===== src/rtl/core/sve_ram.sv =====
`timescale 1ns / 1ps
// ----------------------------------------------------------------------------
// sve_ram
// generic single port ram with registered read
// ----------------------------------------------------------------------------
module sve_ram #(
  parameter int unsigned Width = 32,
  parameter int unsigned Depth = 64
) (
  input  logic                     clk_i,
  input  logic                     we_i,
  input  logic [$clog2(Depth)-1:0] addr_i,
  input  logic [Width-1:0]         wdata_i,
  output logic [Width-1:0]         rdata_o
);

  logic [Width-1:0] mem_q [Depth];

  // write and registered read
  always_ff @(posedge clk_i) begin
    if (we_i) begin
      mem_q[addr_i] <= wdata_i;
    end
    rdata_o <= mem_q[addr_i];
  end

endmodule


===== config.mk =====
export PLATFORM = sky130hd
export DESIGN_NAME = sve_ram
export DESIGN_NICKNAME = d
export VERILOG_FILES = /design/src/rtl/core/sve_ram.sv
export SDC_FILE = /design/constraint.sdc
export NUM_CORES = 2
export LEC_CHECK = 0
export ABC_AREA = 1
export BUFFER_PORTS_ARGS = -buffer_cell sky130_fd_sc_hd__buf_2
export CORE_MARGIN = 4
export CORE_UTILIZATION = 46
export DETAILED_ROUTE_END_ITERATION = 7
export PLACE_DENSITY = 0.67
export SYNTH_ARGS = -nofsm -noshare
export SYNTH_HDL_FRONTEND = slang
export SYNTH_SLANG_ARGS = --single-unit

===== constraint.sdc =====
create_clock -name clk_i -period 5.1 [get_ports clk_i]
set_input_delay 1.02 -clock clk_i [delete_from_list [all_inputs] [get_ports clk_i]]
set_output_delay 1.02 -clock clk_i [all_outputs]
set_load 0.1 [all_outputs]

Yosys cells after proc, flatten, opt, wreduce, memory -nomap -nowiden
Memory sizes are Yosys's and may differ from the RTL's. A register that Yosys moved wholly into a read port is not among the register bits. Index checks and enable logic that the tools add are counted.

Muxes and demuxes: 2.

Operators with widths (number): $mux W1 (2).

Memories kept: 1. Output and inout bits: 32. Bits in writable memories: 2048. Flip-flop bits (word level): 0. Logic and storage cells: 3.

Memories: mem_q (depth 64, width 32, read ports 1, clocked after memory_dff 1, wr ports 1, line 17) `logic [Width-1:0] mem_q [Depth];`.

Longest topological paths before layout
Depth in word-level cells: 2. Mapped depth: 15. Gate-level depth less buffers: 11.

Worst setup path after synthesis
No wires, ideal clock.

Path type: input to register. Start point: input addr_i[0]. End point: memory mem_q[41][0], enable pin. Path buffers: 4. Setup time: 0.502 ns. Arrival: 4.803 ns. Required time: 4.598 ns. Cell stages on the path: 6. Slack: -0.205 ns. Cell sequence: buf_4 -> inv_2 -> buf_6 -> buf_4 -> buf_2 -> nor4_1.

RTL lines: from (decl) (line 12) `input logic [$clog2(Depth)-1:0] addr_i,`; to (decl) (line 17).

No word-level cell before the write port.

Final worst setup path
Start point: input addr_i[2]. End point: memory mem_q[56][22], enable pin.

No word-level cell before the write port.

==> results by group <==
Timing
  – Setup Skew: 31.9 ps
  – Slew HR: 23.8%
  – Fin worst setup slack: 2080 ps
  – Worst Tran Pin Value: 1140 ps
  – Period utilization: between 50% and 60%
  – RSZ-0062 raised after global routing: no
  – FMAX: ~330 MHz
  – Number of setup violations in the final report: 0
  – Final Hold Fails: 0
  – WHS: 607 ps
  – Max Slew Vio Count: 0
  – Post-route minimum period: 3020 ps

Layout
  – Layout Utilization: 51.9%
  – Fin area: 96700 sq um
  – Final net count: approximately 8.5k
  – Commonest non-fill, non-tap cell in the layout: nand2_1
  – Layout cells sized above 1: 7.18%
  – Syn-to-layout area delta: 11.8%
  – FF/Latch Area: between 60000 and 70000 sq um
  – Layout filler cell count: 16.0k
  – Area of the multi-input gates: 22800 sq um
  – Most frequent cells in the layout: nand2_1 (5728), edfxtp_1 (2048), clkbuf_16 (205), buf_4 (142), nor2_1 (75)

Setup path
  – Crit path buf inv count: 3
  – Most Frequent Cell on Critical Path: buf_4
  – Req. time, crit path: 5600 ps
  – Startpoint Class: input port
  – Worst Path Max Fanout: 51
  – Critical-path cell list: buf_8, nor2_1, nand3_1, buf_4, nor2_4, buf_4
  – Critical path class: in -> reg
  – CP Capture Type: flop
  – Worst path arrival time: approximately 3500 ps
  – CP max-delay cell: nor2_4
  – Slowest stage delay, CP: 660 ps
  – Critical path's top delay family: simple AND/OR/NAND/NOR gates

Synthesis
  – Area contributors post-synth: edfxtp_1 (71%), nand2_1 (25%), buf_2 (1.4%)
  – Mapped Area: 86500 sq um
  – Synth area leader: edfxtp_1
  – Synth Net Count: 8480
  – Synthesized instance count: approximately 8.4k
  – Ys flop type: edfxtp_1
  – Synth cell types: 21
  – Post-synth EDFFs: 2048
  – Mux share of post-synthesis cell area: 0%
  – Share of the synthesized area in the top cell type: 71.1%
  – Yosys reg bits: 2080
  – Compound-Gate Fraction of Synth Area: 0.0839%
  – Post-synth ARST share: 0%
  – Largest family of logic cells by synthesized area: simple AND/OR/NAND/NOR gates
  – Synth Area in Simple Gates: 25.7%
  – Syn avg cell area: 10.2 sq um
  – Synth Area in XOR/XNOR: 0%
  – Yosys warnings: 0
  – Seq/Total Area, Yosys: 71.8%
  – Synthesized-area fraction occupied by adder cells: 0%

Pwr
  – Worst VDD drop: ~0.34 mV
  – Clk network pwr share: 40.7%
  – Int Pwr: between 20 and 30 mW
  – Logic pwr share: just under 7%
  – Power density cells: 374 nW/um^2
  – Net Switching: roughly 8.5 mW
  – Seq pwr share: 52.6%
  – Total leakage power: 40.2 nW
  – Sw Share: 23.4%

CTS
  – CTS tree: yes
  – Clock Tree Buf Depth: 3
  – PostCTS Resize Cnt: 0
  – Post-CTS setup buffers: 0
  – H-tree depth: 4
  – # hold bufs at CTS: 0
  – CTS Buf Count: 204
  – Clock latency at the later pin of the worst-skew pair: 830 ps
  – Num Clock Sinks: approximately 2.1k
  – Clk slew on worst S/H paths: 60 ps
  – Clk root buf: clkbuf_16

Place
  – Post-place instance area: 90200 sq um
  – Routability cong.: around 0.85
  – IO buf count: 71
  – Hpwl dp: roughly 130 mm
  – Place WS: ~1400 ps

Route
  – Drt first pass iters: 6
  – Drt drc: 0
  – DR iter-0 viols: around 6.7k
  – Antenna Nets Post-Route: 0
  – WL final: 238 mm
  – Avg Vias per Cell: ~5.3
  – Routed len/inst: 21.4 um
  – Vias: slightly below 60k

GRT
  – Remaining global-route overflow: 0
  – Largest net degree at the start of global routing: 197
  – Number of global-route vias before repair: around 56k
  – First-pass GRT wire length: 357 mm
  – Global-route usage over all layers: 24.0%
  – Initial antenna violation count: 16

Die
  – Die area: 195000 sq um
  – Die Span Y: 442 um
  – Row Count: 158
  – Initial Utilization: a little under half
  – Area of the core: approximately 190000 sq um
  – Die Wd: between 400 and 500 um
  – Ports: approximately 70

Min path
  – Worst Hold Class: in -> reg

Run status
  – Status: complete, no violations

Job
  – Max-Cap Viols: 0
through the flow:
stage	power [mW]	instances	setup TNS, ps
finish	36.2	11123	0
global route	37.3	11120	0
CTS	36.3	11116	0
detailed placement	21.8	10740	0
global placement	21.8	10740	0
floorplan	20.8	8440	-12980
routing by layer:
metal,GRT usage (%),wire (um),share of wire [%],up-vias
li1,-,-,-,27325
met1,33.4,96600,41,28228
met2,38.4,111000,47,2706
met3,4.33,22900,9.6,426
met4,7.79,7360,3.1,4
met5,0,25,0.011,-
area by class of cell:
| type | count | share of cell area [%] |
|---|---|---|
| diodes | 7 | 0.0181 |
| multi-input cells | 5908 | 23.6 |
| flip-flops and latches | 2080 | 64.2 |
| inverters | 30 | 0.140 |
| repair buffers | 242 | 2.10 |
| clock buffers | 267 | 5.71 |
| well taps | 2480 | 3.21 |
| clock inverters | 109 | 1.00 |
power by group through the flow:
stage / logic (mW) / clock network (mW) / registers [mW]
6_report: 2.45 / 14.7 / 19.0
5_1_grt: 2.68 / 15.6 / 19.0
3_5_place_dp: 2.43 / 0 / 19.4
2_1_floorplan: 1.21 / 0 / 19.6
4_1_cts: 2.44 / 14.9 / 19.0
3_3_place_gp: 2.41 / 0 / 19.4
path summary, 6_finish.rpt:
path,start,to,slack [ps],depth (start not counted)
worst max-delay path,addr_i[2],mem_q[56][22]$_DFFE_PP_,2080,6
worst min-delay path,wdata_i[22],mem_q[28][22]$_DFFE_PP_,610,1
worst max register to register,mem_q[22][18]$_DFFE_PP_,rdata_o[18]$_DFF_P_,3230,10
worst min register to register,mem_q[18][30]$_DFFE_PP_,rdata_o[30]$_DFF_P_,690,6
cells in the mapped netlist (4+ instances only):
master    number
nand2_1     5728
edfxtp_1    2048
buf_2        244
nor2_1       137
clkbuf_1     136
dfxtp_1       32
buf_1         27
inv_1         16
inv_2         14
nand3_1       13
buf_4         11
nor3_2         7
o211ai_1       5
o21ai_0        5
or2_2          5
buf_6          4
state kept, by name, summed over array words and instances, names as in the netlist:
| name | flops |
|---|---|
| mem_q | 2048 |
| rdata_o | 32 |
logic make-up (layout without fill, tap and decap cells):
logic type / Yosys count / in the layout
other: 0 / 7
DFF: 2080 / 2080
buffers and inverters: 452 / 648
AOI/OAI and AO/OA: 12 / 12
and+or+nand+nor: 5896 / 5896
(Power assumes the default switching activity.)
