$ cat config.mk
export PLATFORM = sky130hd
export DESIGN_NAME = sve_div
export DESIGN_NICKNAME = d
export VERILOG_FILES = /design/src/rtl/core/sve_pkg.sv /design/src/rtl/core/sve_div.sv
export SDC_FILE = /design/constraint.sdc
export NUM_CORES = 1
export LEC_CHECK = 0
export BUFFER_PORTS_ARGS = -buffer_cell sky130_fd_sc_hd__buf_2
export CELL_PAD_IN_SITES_DETAIL_PLACEMENT = 2
export CELL_PAD_IN_SITES_GLOBAL_PLACEMENT = 2
export CORE_MARGIN = 2
export CORE_UTILIZATION = 35
export CTS_CLUSTER_DIAMETER = 60
export DETAILED_ROUTE_END_ITERATION = 8
export GPL_ROUTABILITY_DRIVEN = 0
export PLACE_DENSITY = 0.86
export SYNTH_ARGS = -nofsm -noshare
export SYNTH_HDL_FRONTEND = slang
export SYNTH_SLANG_ARGS = --single-unit
export TNS_END_PERCENT = 1
$ cat constraint.sdc
create_clock -name clk_i -period 6.4 [get_ports clk_i]
set_input_delay 1.28 -clock clk_i [delete_from_list [all_inputs] [get_ports clk_i]]
set_output_delay 1.28 -clock clk_i [all_outputs]
set_load 0.01 [all_outputs]
$ cat src/rtl/core/sve_pkg.sv
`timescale 1ns / 1ps
// ----------------------------------------------------------------------------
// sve_pkg
// shared types, sizes and codes of the stack machine instruction executor
// ----------------------------------------------------------------------------
package sve_pkg;

  localparam int unsigned NUM_REGS         = 16;
  localparam int unsigned DATA_STACK_DEPTH = 64;
  localparam int unsigned CALL_STACK_DEPTH = 16;
  localparam int unsigned PROGRAM_SIZE     = 4096;

  localparam int unsigned RegAw  = $clog2(NUM_REGS);
  localparam int unsigned DsAw   = $clog2(DATA_STACK_DEPTH);
  localparam int unsigned CsAw   = $clog2(CALL_STACK_DEPTH);
  localparam int unsigned PcW    = $clog2(PROGRAM_SIZE);

  typedef enum logic [4:0] {
    OP_MOV = 5'd0, OP_PRN = 5'd1, OP_PCHR = 5'd2, OP_JMP = 5'd3,
    OP_ADD = 5'd4, OP_SUB = 5'd5, OP_MUL = 5'd6, OP_DIV = 5'd7,
    OP_MOD = 5'd8, OP_CMP = 5'd9, OP_JE = 5'd10, OP_JNE = 5'd11,
    OP_JG = 5'd12, OP_JGE = 5'd13, OP_JL = 5'd14, OP_JLE = 5'd15,
    OP_NOT = 5'd16, OP_AND = 5'd17, OP_OR = 5'd18, OP_XOR = 5'd19,
    OP_SHL = 5'd20, OP_SHR = 5'd21, OP_INC = 5'd22, OP_DEC = 5'd23,
    OP_CALL = 5'd24, OP_RET = 5'd25, OP_PUSH = 5'd26, OP_POP = 5'd27,
    OP_PUSHF = 5'd28, OP_POPF = 5'd29, OP_NOP = 5'd30, OP_RSVD = 5'd31
  } op_e;

  typedef enum logic [1:0] {
    FLAG_EQ = 2'd0, FLAG_GT = 2'd1, FLAG_LT = 2'd2, FLAG_NA = 2'd3
  } flag_e;

  typedef enum logic [1:0] {
    ERR_NONE = 2'd0, ERR_DIV0 = 2'd1, ERR_OVF = 2'd2, ERR_UNF = 2'd3
  } err_e;

  typedef enum logic [2:0] {
    ST_IDLE, ST_READ, ST_EXEC, ST_DIV, ST_DONE
  } state_e;

  // divider request and response
  typedef struct packed {
    logic        start;
    logic        is_mod;
    logic [31:0] dividend;
    logic [31:0] divisor;
  } div_req_t;

  typedef struct packed {
    logic        done;
    logic [31:0] result;
  } div_rsp_t;

endpackage

$ cat src/rtl/core/sve_div.sv
`timescale 1ns / 1ps
// ----------------------------------------------------------------------------
// sve_div
// signed restoring divider, one quotient bit per cycle
// ----------------------------------------------------------------------------
module sve_div (
  input  logic              clk_i,
  input  logic              rst_ni,
  input  sve_pkg::div_req_t req_i,
  output sve_pkg::div_rsp_t rsp_o
);

  logic [31:0] quo_q, quo_d;
  logic [32:0] rem_q, rem_d;
  logic [31:0] dvs_q, dvs_d;
  logic [5:0]  cnt_q, cnt_d;
  logic        busy_q, busy_d;
  logic        neg_q_q, neg_q_d, neg_r_q, neg_r_d, mod_q, mod_d;
  logic [32:0] trial;
  logic [31:0] quo_out, rem_out;

  assign trial = {rem_q[31:0], quo_q[31]} - {1'b0, dvs_q};

  // iteration step
  always_comb begin
    quo_d = quo_q; rem_d = rem_q; dvs_d = dvs_q; cnt_d = cnt_q; busy_d = busy_q;
    neg_q_d = neg_q_q; neg_r_d = neg_r_q; mod_d = mod_q;
    if (req_i.start) begin
      quo_d   = req_i.dividend[31] ? (~req_i.dividend + 32'd1) : req_i.dividend;
      dvs_d   = req_i.divisor[31] ? (~req_i.divisor + 32'd1) : req_i.divisor;
      rem_d   = '0;
      cnt_d   = 6'd32;
      busy_d  = 1'b1;
      neg_q_d = req_i.dividend[31] ^ req_i.divisor[31];
      neg_r_d = req_i.dividend[31];
      mod_d   = req_i.is_mod;
    end else if (busy_q) begin
      if (trial[32]) begin
        rem_d = {rem_q[31:0], quo_q[31]};
        quo_d = {quo_q[30:0], 1'b0};
      end else begin
        rem_d = trial;
        quo_d = {quo_q[30:0], 1'b1};
      end
      cnt_d = cnt_q - 6'd1;
      if (cnt_q == 6'd1) begin
        busy_d = 1'b0;
      end
    end
  end

  always_ff @(posedge clk_i or negedge rst_ni) begin
    if (!rst_ni) begin
      busy_q <= 1'b0;
      cnt_q  <= '0;
    end else begin
      busy_q <= busy_d;
      cnt_q  <= cnt_d;
    end
  end

  always_ff @(posedge clk_i) begin
    quo_q <= quo_d; rem_q <= rem_d; dvs_q <= dvs_d;
    neg_q_q <= neg_q_d; neg_r_q <= neg_r_d; mod_q <= mod_d;
  end

  // sign correction of the magnitudes
  assign quo_out = neg_q_q ? (~quo_q + 32'd1) : quo_q;
  assign rem_out = neg_r_q ? (~rem_q[31:0] + 32'd1) : rem_q[31:0];
  assign rsp_o.done   = !busy_q && (cnt_q == 6'd0);
  assign rsp_o.result = mod_q ? rem_out : quo_out;

endmodule

After elaboration in Yosys (flattened, before gate mapping)
Index checks and enable logic that the tools add are counted.
{"block": "classes", "n_addsub": 6, "eq_ne": 1, "muxes": 14, "bitwise_logic": 5, "n_reduce_logical": 4}
{"cell": "$mux 32", "n": 7}
{"cell": "$add 32x1->32 const B", "n": 4}
{"cell": "$not 32->32", "n": 4}
{"cell": "$sub 33x32->33", "n": 1}
{"cell": "$mux 31", "n": 1}
{"cell": "$mux 6", "n": 2}
{"cell": "$eq 6x1->1 const B", "n": 1}
{"cell": "$logic_not 6->1", "n": 1}
{"cell": "$sub 6x1->6 const B", "n": 1}
{"cell": "$mux 1", "n": 4}
{"cell": "$reduce_bool 2->1", "n": 1}
{"cell": "$logic_and 1x1->1", "n": 1}
{"cell": "$logic_not 1->1", "n": 1}
{"cell": "$xor 1x1->1", "n": 1}
{"block": "totals", "elab_cells": 39, "in_bits": 68, "reg_bits": 106}

Logic depth before layout (Yosys ltp)
{"block": "logic_depth", "ltp_word": 4, "ltp_mapped": 14}

Least setup slack after synthesis
No wires, ideal clock.
{"block": "synth_path", "path_kind": "input-to-reg", "start": "in req_i[3] (netlist name)", "end": "reg dvs_q[29], data pin", "setup_slack_ps": 2069, "arrival_time_ps": 4073, "setup_time_ps": 258, "path_stages": 9, "n_path_buf": 0, "cell_sequence": "or3_1 or3_4 or3_4 nand2b_4 or4_4 or4_4 or3_4 o31ai_4 xnor2_1"}
{"block": "synth_via", "elab_chain_len": 3}
{"element": "start: declaration", "line": "sve_div.sv:9", "text": "input sve_pkg::div_req_t req_i,"}
{"element": "$not 32->32", "line": "sve_div.sv:30", "text": "dvs_d = req_i.divisor[31] ? (~req_i.divisor + 32'd1) : req_i.divisor;"}
{"element": "$add 32x1->32", "line": "sve_div.sv:30"}
{"element": "$mux 31", "line": "sve_div.sv:30"}
{"element": "end signal: assignment", "line": "sve_div.sv:63", "text": "quo_q <= quo_d; rem_q <= rem_d; dvs_q <= dvs_d;"}
{"element": "end: declaration", "line": "sve_div.sv:15", "text": "logic [31:0] dvs_q, dvs_d;"}
No other way between the ends.
A chain may end at the register's enable or synchronous reset.

==> out/qor.csv <==
metric;value;unit
DIE HEIGHT;161.8;µm
Resize count post-CTS;0;
postcts setup bufs;0;
FF+latch count, synth;106;
setup TNS;0;ns
die width;161.8;µm
vias in the first global route;8887;
TritonCTS buffer count;9;
Synth Instances;1056;
Slew headroom;29.21;%
# fillers;2813;
Least-Margin Pin Slew;1.062;ns
Root Buffer Master;clkbuf_16;
Power Dens Cells;426.1;nW/µm²
top-area cell type share of the netlist area;23.10;%
top-count cell post-synth;nand2_1;
P_leak;3.981;nW
sequential cell area;2828;µm²
Final ANT Viol Nets;0;
Row Count;57;
share of cells above drive strength 1;12.50;%
hold_buf cts;0;
CTS H-tree lvls;3;
Tcrit/Tclk final;81.04;%
first-pass GRT wire length;47450;µm
worst skew pair latency;0.36;ns
Fmax achieved;0.1928;GHz
Synthesized Nets;1163;
status;complete, no violations;
Cell Area, Placed;9473;µm²
gr usage total;22.62;%
drt via density;5.616;
Finished Cell Area;9769;µm²
Data arrival, critical path;3.91;ns
clock sinks;106;
Min Clock Period, post-route;5.186;ns
top cells by count, synth;129 x nand2_1, 102 x nor2_1, 86 x a21oi_1;
largest net degree at the start of global routing;65;
drt first pass iters;4;
worst endpoint required time;5.12;ns
type of the most critical hold path;flip-flop to flip-flop;
area of the multi-input gates;5489;µm²
maximum vdd ir drop;0.1370;mV
I/O Pins;101;
Clock Tree Buf Depth;2;
predominant post-synthesis flop cell;edfxtp_1;
CP dominant cell by count;or3_1;
Worst Path Class, Setup;flip-flop to primary output;
number of synthesized flops with an enable pin;67;
Synth area leaders;edfxtp_1 23%, xnor2_1 8.1%, dfxtp_1 7.4%;
clk_skew;0.006514;ns
asr flop ratio synth;6.604;%
Max Slew Vio Count;0;
final hold vios;0;
placed instance count;1436;
starting density of the core;35.71;%
drc violations;0;
Crit. End Element;primary output;
Post-Syn Area;8711;µm²
vias;8155;
Slowest-stage cell, CP;o31ai_1;
core area;24390;µm²
die area;26170;µm²
Ant. Diodes;0;
hpwl dp;22080;µm
Total Routed Length;29180;µm
Syn Area/Cell;8.249;µm²
CP Launch Type;flip-flop;
drt wl/cell;20.09;µm
crit-path max FO;4;
initial drt markers;346;
register area share after synthesis;32.46;%
RSZ-0062 raised after global routing;false;
total grt overflow;0;
synth unique cells;64;
worst hold margin;0.5238;ns
non-filler cells, final;1452;
Critical Path, Cell by Cell;or3_1 -> nor4_1 -> nand3_1 -> nor2_1 -> nand3b_1 -> or3_1 -> o31ai_1 -> xnor2_1 -> mux2i_1 -> buf_2;
Synth area leader;edfxtp_1;
Layout area overhead;12.15;%
CTS tree;done;
Design Power;4.162;mW
Largest stage delay, worst path;0.62;ns
max-cap violations;0;
PortBufs;100;
# setup viols final;0;
Total Nets Final;1230;
Yosys warning count;0;
CTS clk-pin slew, worst paths;0.08;ns
initial antenna violation count;0;
-- state kept, by name (all words and copies together) (netlist names) --
register  flops
dvs_q        32
quo_q        32
rem_q        32
cnt_q         6
busy_q        1
mod_q         1
neg_q_q       1
neg_r_q       1
-- path summary, 6_finish.rpt --
check	start	endpoint	slack (ns)	cells after the start
worst max-delay path	quo_q[8]	rsp_o[31]	1.21	10
worst min register to register	cnt_q[5]	cnt_q[5]	0.52	2
worst max register to register	quo_q[31]	rem_q[26]	2.09	12
max in group asynchronous	rst_ni	cnt_q[3]	5.50	1
min in group asynchronous	rst_ni	busy_q	0.74	1
worst min-delay path	cnt_q[5]	cnt_q[5]	0.52	2
-- cells in the final DEF, fill, tap and decap left out, types with 12 or more instances in the layout --
cell type  count
a21o_1        15
nor2_1       102
nand2b_1      12
nand3_1       17
o41ai_1       17
xor2_1        66
nor3_1        19
o31ai_1       32
o21ai_0       58
dfxtp_1       32
nand2_1      129
a311oi_1      26
inv_1         56
a21oi_1       86
ha_1          38
xnor2_1       81
or3_1         17
edfxtp_1      67
buf_2         99
-- critical path: cells and delay by family, from the launching register on --
family          cells  cell delay [ns]
compound gates      1             0.62
xor+xnor            1             0.29
buf+inv             1             0.16
flops               1             0.45
mux                 1             0.19
simple gates        6             1.82
-- through the flow --
step	setup WS [ns]	utilization [%]
finish	1.214	40.05
global route	0.7496	40.05
CTS	1.192	40.05
detailed placement	1.657	38.84
global placement	1.647	38.84
floorplan	2.069	-
-- metal layers --
metal / track usage [%] / wire, µm
met5: 0 / 0
met1: 26.76 / 12440
met4: 6.034 / 640
met3: 3.984 / 931
met2: 41.99 / 15160
-- cells by family (layout without fill, tap and decap cells) --
group,count (synthesis),after routing,synth area share [%]
multiplexers,10,10,1.192
buffers and inverters,105,177,4.525
adder cells (fa/ha/maj),39,39,5.688
XOR/XNOR,147,147,14.78
flip-flops,106,106,32.46
AO/OA/AOI/OAI,286,286,21.56
AND/OR/NAND/NOR,363,363,19.79
-- cell type report --
class | count | share of cell area [%]
Timing Repair Buffer | 105 | 5.533
Inverter | 56 | 2.152
Multi-Input combinational cell | 845 | 56.19
Tap cell | 324 | 4.150
Sequential cell | 106 | 28.94
Clock inverter | 5 | 0.5507
Clock buffer | 11 | 2.485
-- power by group --
group	leakage [nW]	internal, mW	switching [mW]
combinational	2.83	0.931	1.44
clock	0.139	0.314	0.280
sequential	1.01	0.905	0.288
total	3.98	2.15	2.01
Note: power is estimated with default switching activity, not from simulation.
